$ cat src/rtl/rtc_pkg.sv
// Shared widths, codes, types and window helpers for the regression trend classifier.
// No dependencies; every other file in rtl/ refers to this package by scoped name.
`default_nettype none

package rtc_pkg;

  localparam int SAMPLE_W      = 16;
  localparam int TREND_W       = 2;
  localparam int WIN_W         = 7;
  localparam int COORD_W       = 8;
  localparam int SPAN_W        = WIN_W + 1;
  localparam int SXY_W         = 28;
  localparam int SX2_W         = 17;
  localparam int FRACTION_BITS = 4;
  localparam int MAX_WINDOW    = 64;
  localparam int RHS_W         = SX2_W + FRACTION_BITS;
  localparam int LHS_W         = SXY_W + SPAN_W;
  localparam int DIGIT_W       = 2;
  localparam int MAC_DIGITS    = COORD_W / DIGIT_W;
  localparam int CMP_DIGITS    = SPAN_W / DIGIT_W;
  localparam int APB_DW        = 32;
  localparam int APB_AW        = 1;

  localparam logic [APB_AW-1:0] ADDR_WINDOW_SIZE = '0;
  localparam logic [WIN_W-1:0]  WINDOW_RESET     = 7'd8;
  localparam logic [WIN_W-1:0]  WINDOW_MIN       = 7'd2;
  localparam logic [WIN_W-1:0]  WINDOW_MAX       = WIN_W'(MAX_WINDOW);

  localparam logic signed [COORD_W-1:0] STEP_EVEN = 8'sd2;
  localparam logic signed [COORD_W-1:0] STEP_ODD  = 8'sd1;

  typedef logic [TREND_W-1:0] trend_t;

  localparam trend_t TREND_RISING  = 2'd0;
  localparam trend_t TREND_STEADY  = 2'd1;
  localparam trend_t TREND_FALLING = 2'd2;

  typedef struct packed {
    logic start;
    logic clear;
  } mac_ctl_t;

  typedef struct packed {
    logic busy;
    logic done;
  } unit_sts_t;

  function automatic logic [WIN_W-1:0] eff_window(input logic [WIN_W-1:0] ws);
    if (ws < WINDOW_MIN) return WINDOW_MIN;
    else if (ws > WINDOW_MAX) return WINDOW_MAX;
    else return ws;
  endfunction

  function automatic logic signed [COORD_W-1:0] first_coord(input logic [WIN_W-1:0] n);
    logic [WIN_W-1:0]   nm1;
    logic [COORD_W-1:0] mag;
    nm1 = n - WIN_W'(1);
    if (n[0]) mag = COORD_W'(nm1 >> 1);
    else mag = COORD_W'(nm1);
    return -$signed(mag);
  endfunction

  function automatic logic [SPAN_W-1:0] window_span(input logic [WIN_W-1:0] n);
    logic [WIN_W-1:0] nm1;
    nm1 = n - WIN_W'(1);
    if (n[0]) return {1'b0, nm1};
    else return {nm1, 1'b0};
  endfunction

endpackage

`default_nettype wire

$ cat src/rtl/rtc_if.sv
// Valid/ready word channels of the trend classifier: sample in, trend out.
// Depends on rtc_pkg for payload widths and the trend type.
`default_nettype none

interface rtc_in_if;
  logic                                valid;
  logic                                ready;
  logic signed [rtc_pkg::SAMPLE_W-1:0] sample;

  modport source (output valid, output sample, input ready);
  modport sink (input valid, input sample, output ready);
endinterface

interface rtc_out_if;
  logic            valid;
  logic            ready;
  rtc_pkg::trend_t trend;

  modport source (output valid, output trend, input ready);
  modport sink (input valid, input trend, output ready);
endinterface

`default_nettype wire

$ cat src/rtl/regression_trend_classifier_unit.sv
// Top level of the least-squares trend classifier: window sequencing, APB register,
// output word register. Depends on rtc_pkg, rtc_if, rtc_mac and rtc_cmp.
//
//   port group   dir   handshake          payload
//   in_ch        in    valid/ready        sample  s16 Q11.4
//   out_ch       out   valid/ready        trend   u2 (0 rising, 1 steady, 2 falling)
//   psel...      in    APB write/read     window_size u7 at byte address 0
//
// A sample word passes through the digit-serial MAC at 2 bits of x per cycle;
// a word that does not close a window lets the next word in on its last digit.
// The word that closes a window then goes through a launch state, the slope
// multiplier and compare unit, and the load of the output register.
// Synchronous active-low reset; no clearing pass. in_ch stalls while a window
// result waits for a full output register; out_ch back-pressure stalls nothing else.
`default_nettype none

module regression_trend_classifier_unit (
  input  wire logic                          clk,
  input  wire logic                          rst_n,
  rtc_in_if.sink                             in_ch,
  rtc_out_if.source                          out_ch,
  input  wire logic                          psel,
  input  wire logic                          penable,
  input  wire logic                          pwrite,
  input  wire logic [rtc_pkg::APB_AW-1:0]    paddr,
  input  wire logic [rtc_pkg::APB_DW-1:0]    pwdata,
  output logic [rtc_pkg::APB_DW-1:0]         prdata,
  output logic                               pready
);

  localparam int WIN_W   = rtc_pkg::WIN_W;
  localparam int COORD_W = rtc_pkg::COORD_W;
  localparam int APB_DW  = rtc_pkg::APB_DW;

  localparam logic [2:0] S_IDLE   = 3'd0;
  localparam logic [2:0] S_MAC    = 3'd1;
  localparam logic [2:0] S_LAUNCH = 3'd2;
  localparam logic [2:0] S_CMP    = 3'd3;
  localparam logic [2:0] S_HOLD   = 3'd4;

  logic [2:0]                state_r, state_nxt;
  logic [WIN_W-1:0]          ws_r;
  logic [WIN_W-1:0]          count_r;
  logic signed [COORD_W-1:0] coord_r;
  logic                      win_end_r;
  logic                      out_valid_r;
  rtc_pkg::trend_t           out_trend_r;

  logic [WIN_W-1:0]          n_eff;
  logic [WIN_W-1:0]          cnt_inc;
  logic                      cfg_wr;
  logic                      accept;
  logic                      out_load;
  rtc_pkg::mac_ctl_t         mac_ctl;
  rtc_pkg::unit_sts_t        mac_sts;
  rtc_pkg::unit_sts_t        cmp_sts;
  logic                      cmp_start;
  logic signed [rtc_pkg::SXY_W-1:0] sum_xy;
  logic [rtc_pkg::SX2_W-1:0] sum_x2;
  rtc_pkg::trend_t           cmp_trend;

  assign n_eff   = rtc_pkg::eff_window(ws_r);
  assign cnt_inc = count_r + WIN_W'(1);
  assign cfg_wr  = psel && penable && pwrite && (paddr == rtc_pkg::ADDR_WINDOW_SIZE);
  assign pready  = 1'b1;
  assign prdata  = (paddr == rtc_pkg::ADDR_WINDOW_SIZE) ? APB_DW'(ws_r) : '0;

  // next word may enter on the MAC's last digit unless the current word closes the window
  assign in_ch.ready = (state_r == S_IDLE) ||
                       ((state_r == S_MAC) && mac_sts.done && !win_end_r);
  assign accept      = in_ch.valid && in_ch.ready;
  assign cmp_start   = (state_r == S_LAUNCH);
  assign out_load    = (state_r == S_HOLD) && (!out_valid_r || out_ch.ready);

  assign mac_ctl.start = accept;
  assign mac_ctl.clear = cfg_wr || cmp_start;

  always_comb begin
    state_nxt = state_r;
    unique case (state_r)
      S_IDLE:   if (accept) state_nxt = S_MAC;
      S_MAC: begin
        if (mac_sts.done) begin
          if (win_end_r) state_nxt = S_LAUNCH;
          else if (accept) state_nxt = S_MAC;
          else state_nxt = S_IDLE;
        end
      end
      S_LAUNCH: state_nxt = S_CMP;
      S_CMP:    if (cmp_sts.done) state_nxt = S_HOLD;
      S_HOLD:   if (out_load) state_nxt = S_IDLE;
      default:  state_nxt = S_IDLE;
    endcase
  end

  always_ff @(posedge clk) begin
    if (!rst_n) begin
      state_r     <= S_IDLE;
      ws_r        <= rtc_pkg::WINDOW_RESET;
      count_r     <= '0;
      coord_r     <= rtc_pkg::first_coord(rtc_pkg::WINDOW_RESET);
      win_end_r   <= 1'b0;
      out_valid_r <= 1'b0;
    end else begin
      state_r <= state_nxt;
      if (cfg_wr) begin
        ws_r    <= pwdata[WIN_W-1:0];
        count_r <= '0;
        coord_r <= rtc_pkg::first_coord(rtc_pkg::eff_window(pwdata[WIN_W-1:0]));
      end else if (accept) begin
        if (cnt_inc >= n_eff) begin
          win_end_r <= 1'b1;
          count_r   <= '0;
          coord_r   <= rtc_pkg::first_coord(n_eff);
        end else begin
          win_end_r <= 1'b0;
          count_r   <= cnt_inc;
          coord_r   <= coord_r + (n_eff[0] ? rtc_pkg::STEP_ODD : rtc_pkg::STEP_EVEN);
        end
      end
      if (out_load) out_valid_r <= 1'b1;
      else if (out_ch.ready) out_valid_r <= 1'b0;
    end
  end

  always_ff @(posedge clk) begin
    if (out_load) out_trend_r <= cmp_trend;
  end

  assign out_ch.valid = out_valid_r;
  assign out_ch.trend = out_trend_r;

  rtc_mac u_mac (
    .clk    (clk),
    .rst_n  (rst_n),
    .ctl    (mac_ctl),
    .sample (in_ch.sample),
    .coord  (coord_r),
    .sts    (mac_sts),
    .sum_xy (sum_xy),
    .sum_x2 (sum_x2)
  );

  rtc_cmp u_cmp (
    .clk    (clk),
    .rst_n  (rst_n),
    .start  (cmp_start),
    .sum_xy (sum_xy),
    .sum_x2 (sum_x2),
    .span   (rtc_pkg::window_span(n_eff)),
    .sts    (cmp_sts),
    .trend  (cmp_trend)
  );

  a_count_in_window: assert property (@(posedge clk) disable iff (!rst_n)
    count_r < n_eff)
    else $error("sample count reached window size");

  a_mac_done_state: assert property (@(posedge clk) disable iff (!rst_n)
    mac_sts.done |-> state_r == S_MAC)
    else $error("MAC finished outside MAC state");

  a_cmp_busy_state: assert property (@(posedge clk) disable iff (!rst_n)
    cmp_sts.busy |-> state_r == S_CMP)
    else $error("slope unit busy outside compare state");

  a_launch_mac_idle: assert property (@(posedge clk) disable iff (!rst_n)
    cmp_start |-> !mac_sts.busy && !accept)
    else $error("slope launch while MAC active");

endmodule

`default_nettype wire

$ cat src/rtl/rtc_mac.sv
// Digit-serial multiply-accumulate: sum_xy += sample*x and sum_x2 += x*x,
// two bits of x per cycle. Depends on rtc_pkg.
`default_nettype none

module rtc_mac (
  input  wire logic                                 clk,
  input  wire logic                                 rst_n,
  input  wire rtc_pkg::mac_ctl_t                    ctl,
  input  wire logic signed [rtc_pkg::SAMPLE_W-1:0]  sample,
  input  wire logic signed [rtc_pkg::COORD_W-1:0]   coord,
  output rtc_pkg::unit_sts_t                        sts,
  output logic signed [rtc_pkg::SXY_W-1:0]          sum_xy,
  output logic [rtc_pkg::SX2_W-1:0]                 sum_x2
);

  localparam int SXY_W   = rtc_pkg::SXY_W;
  localparam int SX2_W   = rtc_pkg::SX2_W;
  localparam int COORD_W = rtc_pkg::COORD_W;
  localparam int DIGIT_W = rtc_pkg::DIGIT_W;
  localparam int CNT_W   = $clog2(rtc_pkg::MAC_DIGITS);
  localparam logic [CNT_W-1:0] CNT_LAST = CNT_W'(rtc_pkg::MAC_DIGITS - 1);

  logic                      busy_r, busy_nxt;
  logic [CNT_W-1:0]          dcnt_r, dcnt_nxt;
  logic signed [COORD_W-1:0] xdig_r;
  logic signed [SXY_W-1:0]   ymc_r;
  logic signed [SX2_W-1:0]   xmc_r;
  logic signed [SXY_W-1:0]   sxy_r, sxy_nxt;
  logic [SX2_W-1:0]          sx2_r, sx2_nxt;
  logic                      last;
  logic signed [DIGIT_W:0]   sdig;
  logic signed [SXY_W-1:0]   term_xy;
  logic signed [SX2_W-1:0]   term_x2;

  // top digit of x carries the negative weight
  assign last    = busy_r && (dcnt_r == CNT_LAST);
  assign sdig    = last ? {xdig_r[DIGIT_W-1], xdig_r[DIGIT_W-1:0]}
                        : {1'b0, xdig_r[DIGIT_W-1:0]};
  assign term_xy = ymc_r * sdig;
  assign term_x2 = xmc_r * sdig;

  always_comb begin
    busy_nxt = ctl.start | (busy_r & ~last);
    dcnt_nxt = ctl.start ? '0 : (busy_r ? dcnt_r + CNT_W'(1) : dcnt_r);
    sxy_nxt  = sxy_r;
    sx2_nxt  = sx2_r;
    if (ctl.clear) begin
      sxy_nxt = '0;
      sx2_nxt = '0;
    end else if (busy_r) begin
      sxy_nxt = sxy_r + term_xy;
      sx2_nxt = sx2_r + unsigned'(term_x2);
    end
  end

  always_ff @(posedge clk) begin
    if (!rst_n) begin
      busy_r <= 1'b0;
      dcnt_r <= '0;
      sxy_r  <= '0;
      sx2_r  <= '0;
    end else begin
      busy_r <= busy_nxt;
      dcnt_r <= dcnt_nxt;
      sxy_r  <= sxy_nxt;
      sx2_r  <= sx2_nxt;
    end
  end

  always_ff @(posedge clk) begin
    if (ctl.start) begin
      xdig_r <= coord;
      ymc_r  <= SXY_W'(sample);
      xmc_r  <= SX2_W'(coord);
    end else if (busy_r) begin
      xdig_r <= xdig_r >>> DIGIT_W;
      ymc_r  <= ymc_r <<< DIGIT_W;
      xmc_r  <= xmc_r <<< DIGIT_W;
    end
  end

  assign sts.busy = busy_r;
  assign sts.done = last;
  assign sum_xy   = sxy_r;
  assign sum_x2   = sx2_r;

endmodule

`default_nettype wire

$ cat src/rtl/rtc_cmp.sv
// Digit-serial slope test: sum_xy*span against +/- sum_x2 scaled by the fraction,
// two bits of span per cycle, then one compare. Depends on rtc_pkg.
`default_nettype none

module rtc_cmp (
  input  wire logic                                clk,
  input  wire logic                                rst_n,
  input  wire logic                                start,
  input  wire logic signed [rtc_pkg::SXY_W-1:0]    sum_xy,
  input  wire logic [rtc_pkg::SX2_W-1:0]           sum_x2,
  input  wire logic [rtc_pkg::SPAN_W-1:0]          span,
  output rtc_pkg::unit_sts_t                       sts,
  output rtc_pkg::trend_t                          trend
);

  localparam int LHS_W   = rtc_pkg::LHS_W;
  localparam int RHS_W   = rtc_pkg::RHS_W;
  localparam int SPAN_W  = rtc_pkg::SPAN_W;
  localparam int DIGIT_W = rtc_pkg::DIGIT_W;
  localparam int CNT_W   = $clog2(rtc_pkg::CMP_DIGITS + 1);
  localparam logic [CNT_W-1:0] CNT_CMP = CNT_W'(rtc_pkg::CMP_DIGITS);

  logic                    busy_r;
  logic [CNT_W-1:0]        cnt_r;
  logic signed [LHS_W-1:0] mc_r;
  logic signed [LHS_W-1:0] acc_r;
  logic signed [LHS_W-1:0] rhs_r;
  logic signed [LHS_W-1:0] nrhs_r;
  logic [SPAN_W-1:0]       spd_r;
  rtc_pkg::trend_t         trend_r;
  logic                    cmp_step;
  logic signed [DIGIT_W:0] sdig;
  logic signed [LHS_W-1:0] term;
  logic signed [LHS_W-1:0] rhs_ext;

  assign cmp_step = busy_r && (cnt_r == CNT_CMP);
  assign sdig     = $signed({1'b0, spd_r[DIGIT_W-1:0]});
  assign term     = mc_r * sdig;
  assign rhs_ext  = $signed(LHS_W'({sum_x2, {rtc_pkg::FRACTION_BITS{1'b0}}}));

  always_ff @(posedge clk) begin
    if (!rst_n) begin
      busy_r <= 1'b0;
      cnt_r  <= '0;
    end else if (start) begin
      busy_r <= 1'b1;
      cnt_r  <= '0;
    end else if (busy_r) begin
      busy_r <= ~cmp_step;
      cnt_r  <= cnt_r + CNT_W'(1);
    end
  end

  always_ff @(posedge clk) begin
    if (start) begin
      mc_r   <= LHS_W'(sum_xy);
      acc_r  <= '0;
      spd_r  <= span;
      rhs_r  <= rhs_ext;
      nrhs_r <= -rhs_ext;
    end else if (busy_r && !cmp_step) begin
      mc_r  <= mc_r <<< DIGIT_W;
      acc_r <= acc_r + term;
      spd_r <= spd_r >> DIGIT_W;
    end
  end

  always_ff @(posedge clk) begin
    if (cmp_step) begin
      priority if (acc_r >= rhs_r) trend_r <= rtc_pkg::TREND_RISING;
      else if (acc_r <= nrhs_r) trend_r <= rtc_pkg::TREND_FALLING;
      else trend_r <= rtc_pkg::TREND_STEADY;
    end
  end

  assign sts.busy = busy_r;
  assign sts.done = cmp_step;
  assign trend    = trend_r;

endmodule

`default_nettype wire

$ cat src/flat_wrapper.sv
// flat-port wrapper written by rule: the top's interface ports become plain ports
module regression_trend_classifier_unit_flat 
  (clk, rst_n, psel, penable, pwrite, paddr, pwdata, prdata, pready, in_ch_valid, in_ch_sample, in_ch_ready, out_ch_valid, out_ch_trend, out_ch_ready);
  rtc_in_if in_ch_i ();
  rtc_out_if out_ch_i ();
  input  wire logic clk;
  input  wire logic rst_n;
  input  wire logic psel;
  input  wire logic penable;
  input  wire logic pwrite;
  input  wire logic [rtc_pkg::APB_AW-1:0] paddr;
  input  wire logic [rtc_pkg::APB_DW-1:0] pwdata;
  output logic [rtc_pkg::APB_DW-1:0] prdata;
  output logic pready;
  input wire logic [$bits(in_ch_i.valid)-1:0] in_ch_valid;
  input wire logic [$bits(in_ch_i.sample)-1:0] in_ch_sample;
  output wire logic [$bits(in_ch_i.ready)-1:0] in_ch_ready;
  output wire logic [$bits(out_ch_i.valid)-1:0] out_ch_valid;
  output wire logic [$bits(out_ch_i.trend)-1:0] out_ch_trend;
  input wire logic [$bits(out_ch_i.ready)-1:0] out_ch_ready;
  assign in_ch_i.valid = in_ch_valid;
  assign in_ch_i.sample = in_ch_sample;
  assign in_ch_ready = in_ch_i.ready;
  assign out_ch_valid = out_ch_i.valid;
  assign out_ch_trend = out_ch_i.trend;
  assign out_ch_i.ready = out_ch_ready;
  regression_trend_classifier_unit u_core (.clk(clk), .rst_n(rst_n), .in_ch(in_ch_i), .out_ch(out_ch_i), .psel(psel), .penable(penable), .pwrite(pwrite), .paddr(paddr), .pwdata(pwdata), .prdata(prdata), .pready(pready));
endmodule
$ cat config.mk
export PLATFORM = sky130hd
export DESIGN_NAME = regression_trend_classifier_unit_flat
export DESIGN_NICKNAME = d
export VERILOG_FILES = /design/src/rtl/rtc_pkg.sv /design/src/rtl/rtc_if.sv /design/src/rtl/regression_trend_classifier_unit.sv /design/src/rtl/rtc_mac.sv /design/src/rtl/rtc_cmp.sv /design/src/flat_wrapper.sv
export SDC_FILE = /design/constraint.sdc
export NUM_CORES = 1
export LEC_CHECK = 0
export BUFFER_PORTS_ARGS = -buffer_cell sky130_fd_sc_hd__buf_2
export CORE_MARGIN = 10
export CORE_UTILIZATION = 35
export CTS_CLUSTER_DIAMETER = 40
export DETAILED_ROUTE_END_ITERATION = 16
export GPL_TIMING_DRIVEN = 0
export HOLD_SLACK_MARGIN = 0.03
export PLACE_DENSITY = 0.5
export SYNTH_ARGS = -nofsm -noshare
export SYNTH_HDL_FRONTEND = slang
export SYNTH_HIERARCHICAL = 1
export SYNTH_SLANG_ARGS = --single-unit
$ cat constraint.sdc
create_clock -name clk -period 6.76 [get_ports clk]
set_clock_uncertainty 0.05 [all_clocks]
set_input_delay 1.352 -clock clk [delete_from_list [all_inputs] [get_ports clk]]
set_output_delay 1.352 -clock clk [all_outputs]
set_load 0.1 [all_outputs]
==> results of run 1 <==
-- sequential cells by signal, summed over array words and instances (netlist names), 2 cells and up --
register,flops
u_core/count_r,7
u_core/u_cmp/cnt_r,3
u_core/u_mac/sum_xy,28
u_core/state_r,3
u_core/u_mac/dcnt_r,2
u_core/u_mac/xmc_r,17
u_core/u_cmp/spd_r,8
u_core/u_cmp/acc_r,36
u_core/u_mac/sum_x2,17
u_core/u_cmp/nrhs_r,32
u_core/u_mac/xdig_r,8
u_core/u_mac/ymc_r,28
u_core/u_cmp/rhs_r,16
u_core/out_ch.trend,2
u_core/u_cmp/mc_r,36
u_core/u_cmp/trend,2
u_core/coord_r,8
u_core/ws_r,7
-- through the flow --
stage	instance area (µm²)	cells
2_1_floorplan	21770	2344
3_3_place_gp	22950	3171
3_5_place_dp	23000	3173
4_1_cts	24670	3271
5_1_grt	24680	3271
6_report	24680	3271
-- layout by cell type, fill, tap and decap left out, types with 103 or more instances in the layout --
master      n
edfxtp_1  149
nand2_1   157
ha_1      219
fa_1      117
o21ai_0   103
nor2_1    158
inv_1     292
dfxtp_1   115
a21oi_1   120
and2_1    158
-- layer usage --
layer | share of wire | GRT usage | up-vias
li1 | - | - | 8115
met1 | 0.45 | 0.2086 | 7925
met2 | 0.48 | 0.2827 | 290
met3 | 0.035 | 0.02325 | 114
met4 | 0.034 | 0.06164 | 0
met5 | 0 | 0 | -
-- final cells by class --
| class | count | area, µm² | share of cell area |
|---|---|---|---|
| plain buffers | 122 | 600.6 | 0.02434 |
| clock buffers | 59 | 1349 | 0.05466 |
| multi-input cells | 1664 | 13310 | 0.5393 |
| flip-flops and latches | 264 | 6777 | 0.2746 |
| inverters | 294 | 1105 | 0.04477 |
| well taps | 790 | 988.4 | 0.04005 |
| repair buffers | 39 | 225.2 | 0.009126 |
| clock inverters | 39 | 325.3 | 0.01318 |
-- worst max path at each step --
stage                         endpoint  slack (ps)                start
2_1_floorplan  u_core/u_mac/sum_xy[20]        2110  u_core/u_mac/busy_r
3_3_place_gp      u_core/u_cmp/mc_r[6]         630    u_core/state_r[1]
3_5_place_dp   u_core/u_mac/sum_x2[16]         710  u_core/u_mac/busy_r
4_1_cts        u_core/u_mac/sum_x2[16]         720  u_core/u_mac/busy_r
5_1_grt        u_core/u_mac/sum_x2[10]         510  u_core/u_mac/busy_r
6_report       u_core/u_mac/sum_xy[20]         780  u_core/u_mac/busy_r
-- power breakdown --
part / switching, mW / internal, mW
Clock: 0.934 / 1.53
Sequential: 0.324 / 1.97
Combinational: 1.92 / 1.34
Total: 3.17 / 4.83
==> metrics.txt, run 1 <==
vias in the first global route 16830; CP top delay family adder cells; max-slew violations 0; Hold Worst Slack 405.0 ps; gp weighted congestion 0.8363; DR pass1 iterations 5; post-CTS setup buffer count 0; I/O pin count 93; pre-CTS setup slack 706.9 ps; Crit. End Element register; Max H-tree Level 2; CP Class reg2reg; Routed wire per std cell 18.17 µm; Chip Width 268.9 µm; area grow syn2layout 13.84%; average vias per placed instance 5.027; RSZ-0062 raised after global routing false; Die H 268.9 µm; clk sinks 264; Crit Path Max Fanout 9; slowest CP cell fa_1; drt total wl 59450 µm; Syn Inst Count 2318; WHS Path Cells 0; WP data arrival 6350 ps; Worst Reg-to-Reg Cells 19; WP buf/inv 4; Worst Tran Pin Value 1247 ps; Root Driver clkbuf_16; Req. time, crit path 7130 ps; final period utilization 0.8846; FF-to-FF Start u_core/u_mac/busy_r; Warnings, synthesis 6; Rel. slew slack 0.1686; Worst-path clk slew 60 ps; Core Footprint 61480 µm²; fillcell total 6108; share of cells above drive strength 1 0.1032; total chip power 8.008 mW; ant diodes 0; final worst slack 780.0 ps; Achievable Freq 167.2 MHz; hold wc startpoint u_core/u_cmp/trend[1]; largest net degree at the start of global routing 53; row count 91; hold crit path type reg2reg; setup_tns 0 ps; initial antenna violation count 0; TritonCTS clock tree done; critical path depth 19; Max-Cap Viols 0; clk buf depth 3; via count 16440; VDD IR max 0.0003255 V; post-route ant nets 0; DR iter-0 viols 840; grt ovf 0; final core utilization 0.4014; outcome finished, final reports clean; most used cell, CP fa_1; cells along the critical path clkbuf_1, nand2_1, inv_1, nand2_1, or2_2, fa_1, fa_1, inv_1, fa_1, ha_1, inv_1, fa_1, nand2b_1, a21oi_2, o21ai_2, o311a_4, a21oi_1, mux2i_1, o311ai_0; Nets 2829; Initial Utilization 0.3526; Power Dens Cells 324.5 nW/µm²; CP peak stage delay 510 ps; first-pass GRT wire length 93750 µm; final setup violation count 0; Mapped Area 21680 µm²; worst skew pair latency 600 ps; Hold Vio Cnt, Final 0; CTS Buf Count 52; CP Launch Type register; r2r setup slk 780 ps; Mapped Avg Cell Area 9.352 µm²; IO Port Bufs 37; GRT Resource Usage Total 0.1653; Final min period 5980 ps; post-CTS sizing 0; die area 72290 µm²; reg-to-reg endpoint u_core/u_mac/sum_xy[20]; CTS Hold Buffers Added 0; Endpoint, Worst Hold u_core/out_ch.trend[1]; dpl hpwl 46600 µm; residual DRC count 0; LEAKAGE 11.28 nW
Power figures use the tool's default switching activity.
==> run 2, diff against run 1 <==
--- a/config.mk
+++ b/config.mk
@@ -15,2 +15,3 @@
 export PLACE_DENSITY = 0.5
+export SLEW_MARGIN = 20
 export SYNTH_ARGS = -nofsm -noshare
==> constraint.sdc (replaced) <==
create_clock -name clk -period 6.76 [get_ports clk]
set_clock_uncertainty 0.05 [all_clocks]
set_input_delay 1.014 -clock clk [delete_from_list [all_inputs] [get_ports clk]]
set_output_delay 1.014 -clock clk [all_outputs]
set_load 0.1 [all_outputs]
==> metrics.txt, run 2 (synthesis results as in run 1) <==
outcome finished, final reports clean; vias in the first global route 16860 (+0.19%); area grow syn2layout 14.01%; final period utilization 0.8685 (-0.01616); register area 6777 µm² (unchanged); CP Class reg2reg; CP Launch Type register; slowest CP cell fa_1; Achievable Freq 170.3 MHz (+1.9%); routed wl met3 1859 µm (-9.4%); hold crit path type reg2reg; post-CTS setup buffer count 0 (unchanged); CP top delay family adder cells; Crit. End Element register; Reg power frac 0.283 (-0.004); clock share of power 0.314 (+0.007); fillcell total 6140 (+0.52%); CTS Buf Count 50 (-3.8%); first-pass GRT wire length 94320 µm (+0.61%); Hold Worst Slack 403.1 ps (-1.880 ps); DR pass1 iterations 7 (+2); switching power 3.204 mW (+0.93%); most used cell, CP fa_1; Hold Vio Cnt, Final 0 (unchanged); dpl hpwl 46640 µm (about the same); Worst Tran Pin Value 1027 ps (-220.4 ps); Die H 268.9 µm (unchanged); DR iter-0 viols 903 (+7.5%); Largest regs u_core/u_cmp/acc_r: 36 flops, u_core/u_cmp/mc_r: 36 flops, u_core/u_cmp/nrhs_r: 32 flops; via count 16400 (-0.26%); clk buf depth 3 (unchanged); ant diodes 0 (unchanged); CTS Hold Buffers Added 0 (unchanged); drt total wl 59140 µm (-0.52%); post-route cell area 24720 µm² (+0.15%); fin cells 3267 (-0.12%); post-CTS sizing 0 (unchanged); worst skew pair latency 600 ps (about the same); residual DRC count 0 (unchanged); most frequent cells in the layout inv_1 (292), ha_1 (219), nor2_1 (158), and2_1 (158), nand2_1 (157); CP peak stage delay 510 ps (about the same); final core utilization 0.4020 (+0.0006110); clk sinks 264 (unchanged); highest metal used met4; setup_tns 0 ps (unchanged); Initial Utilization 0.3526 (unchanged); Routed wire per std cell 18.10 µm (-0.39%); most common cell after layout, fill and taps aside inv_1; Nets 2827 (-0.071%); RSZ-0062 raised after global routing false; GRT Resource Usage Total 0.1654 (about the same); Rel. slew slack 0.3092 (+0.1406); share of cells above drive strength 1 0.1021 (-0.001045); cells along the critical path clkbuf_1, nand2_1, inv_1, nand2_1, or2_2, fa_1, fa_1, inv_1, fa_1, ha_1, inv_1, fa_1, nand2b_1, a21oi_2, o21ai_2, o311a_4, a21oi_1, mux2i_1, o311ai_0; post-route ant nets 0 (unchanged); WL met1 26830 µm (about the same); post-placement cell count 3173 (unchanged); final setup violation count 0 (unchanged); max-slew violations 0 (unchanged); Final min period 5871 ps (-109.2 ps); Crit Path Max Fanout 9 (unchanged); met2 WL post-DR 28910 µm (+1.3%); TritonCTS clock tree done; row count 91 (unchanged); WP data arrival 6260 ps (-90 ps); cell area after placement 23010 µm² (about the same); largest net degree at the start of global routing 53 (unchanged); Max H-tree Level 2 (unchanged); IO Port Bufs 37 (unchanged); Root Driver clkbuf_16; initial antenna violation count 0 (unchanged); WP buf/inv 4 (unchanged); Sw Share 0.3959 (-0.0004574); Core Footprint 61480 µm² (unchanged); internal power 4.889 mW (+1.1%); VDD IR max 0.0002990 V (-8.1%); I/O pin count 93 (unchanged); average vias per placed instance 5.021 (-0.13%); Power Dens Cells 327.4 nW/µm² (+0.90%); gp weighted congestion 0.8363 (unchanged); Chip Width 268.9 µm (unchanged); Worst-path clk slew 60 ps (about the same); Comb pwr share 0.403 (-0.003); die area 72290 µm² (unchanged); Req. time, crit path 7150 ps (+20 ps); LEAKAGE 11.31 nW (+0.30%); multi-input logic area 13310 µm² (about the same); grt ovf 0 (unchanged); Max-Cap Viols 0 (unchanged)
-- run 2: stage by stage --
stage	total power, mW	setup slack (ps)
detailed placement	5.561	718.0
finish	8.093	889.3
CTS	8.165	717.8
global placement	5.526	629.6
floorplan	4.717	2108
global route	8.719	555.6
-- run 2: metal layers --
metal,track usage,vias up
met5,0,-
met4,0.05359,0
met3,0.01732,90
met2,0.2872,276
met1,0.2118,7924
li1,-,8112
-- run 2: final cells by class --
type,instances,area share
timing repair buffer,39,0.009113
clock buffer,52,0.05093
clock inverter,42,0.01823
multi-input combinational,1664,0.5386
buffer,122,0.02430
sequential,264,0.2742
inverter,294,0.04470
tap,790,0.03999
-- run 2: worst paths after layout --
check                           cells past startpoint                  start                       to  slack (ps)
worst max-delay path                               19    u_core/u_mac/busy_r  u_core/u_mac/sum_xy[20]         890
worst min-delay path                                0  u_core/u_cmp/trend[1]   u_core/out_ch.trend[1]         400
worst max register to register                     19    u_core/u_mac/busy_r  u_core/u_mac/sum_xy[20]         890
worst min register to register                      0  u_core/u_cmp/trend[1]   u_core/out_ch.trend[1]         400
-- run 2: worst reg2reg max path, stage by stage, from the launching register on --
cell	delay, ps
dfxtp_1	300
clkbuf_1	370
nand2_1	270
inv_1	180
nand2_1	420
or2_2	490
fa_1	500
fa_1	510
inv_1	50
fa_1	510
ha_1	210
inv_1	70
fa_1	400
nand2b_1	200
a21oi_2	180
o21ai_2	120
o311a_4	370
a21oi_1	210
mux2i_1	210
o311ai_0	130
-- run 2: power by group through the flow --
stage,clock network [mW],logic (mW),registers (mW)
3_5_place_dp,0,3.23,2.33
4_1_cts,2.60,3.27,2.30
5_1_grt,2.66,3.73,2.33
6_report,2.54,3.26,2.29
3_3_place_gp,0,3.20,2.33
2_1_floorplan,0,2.56,2.15
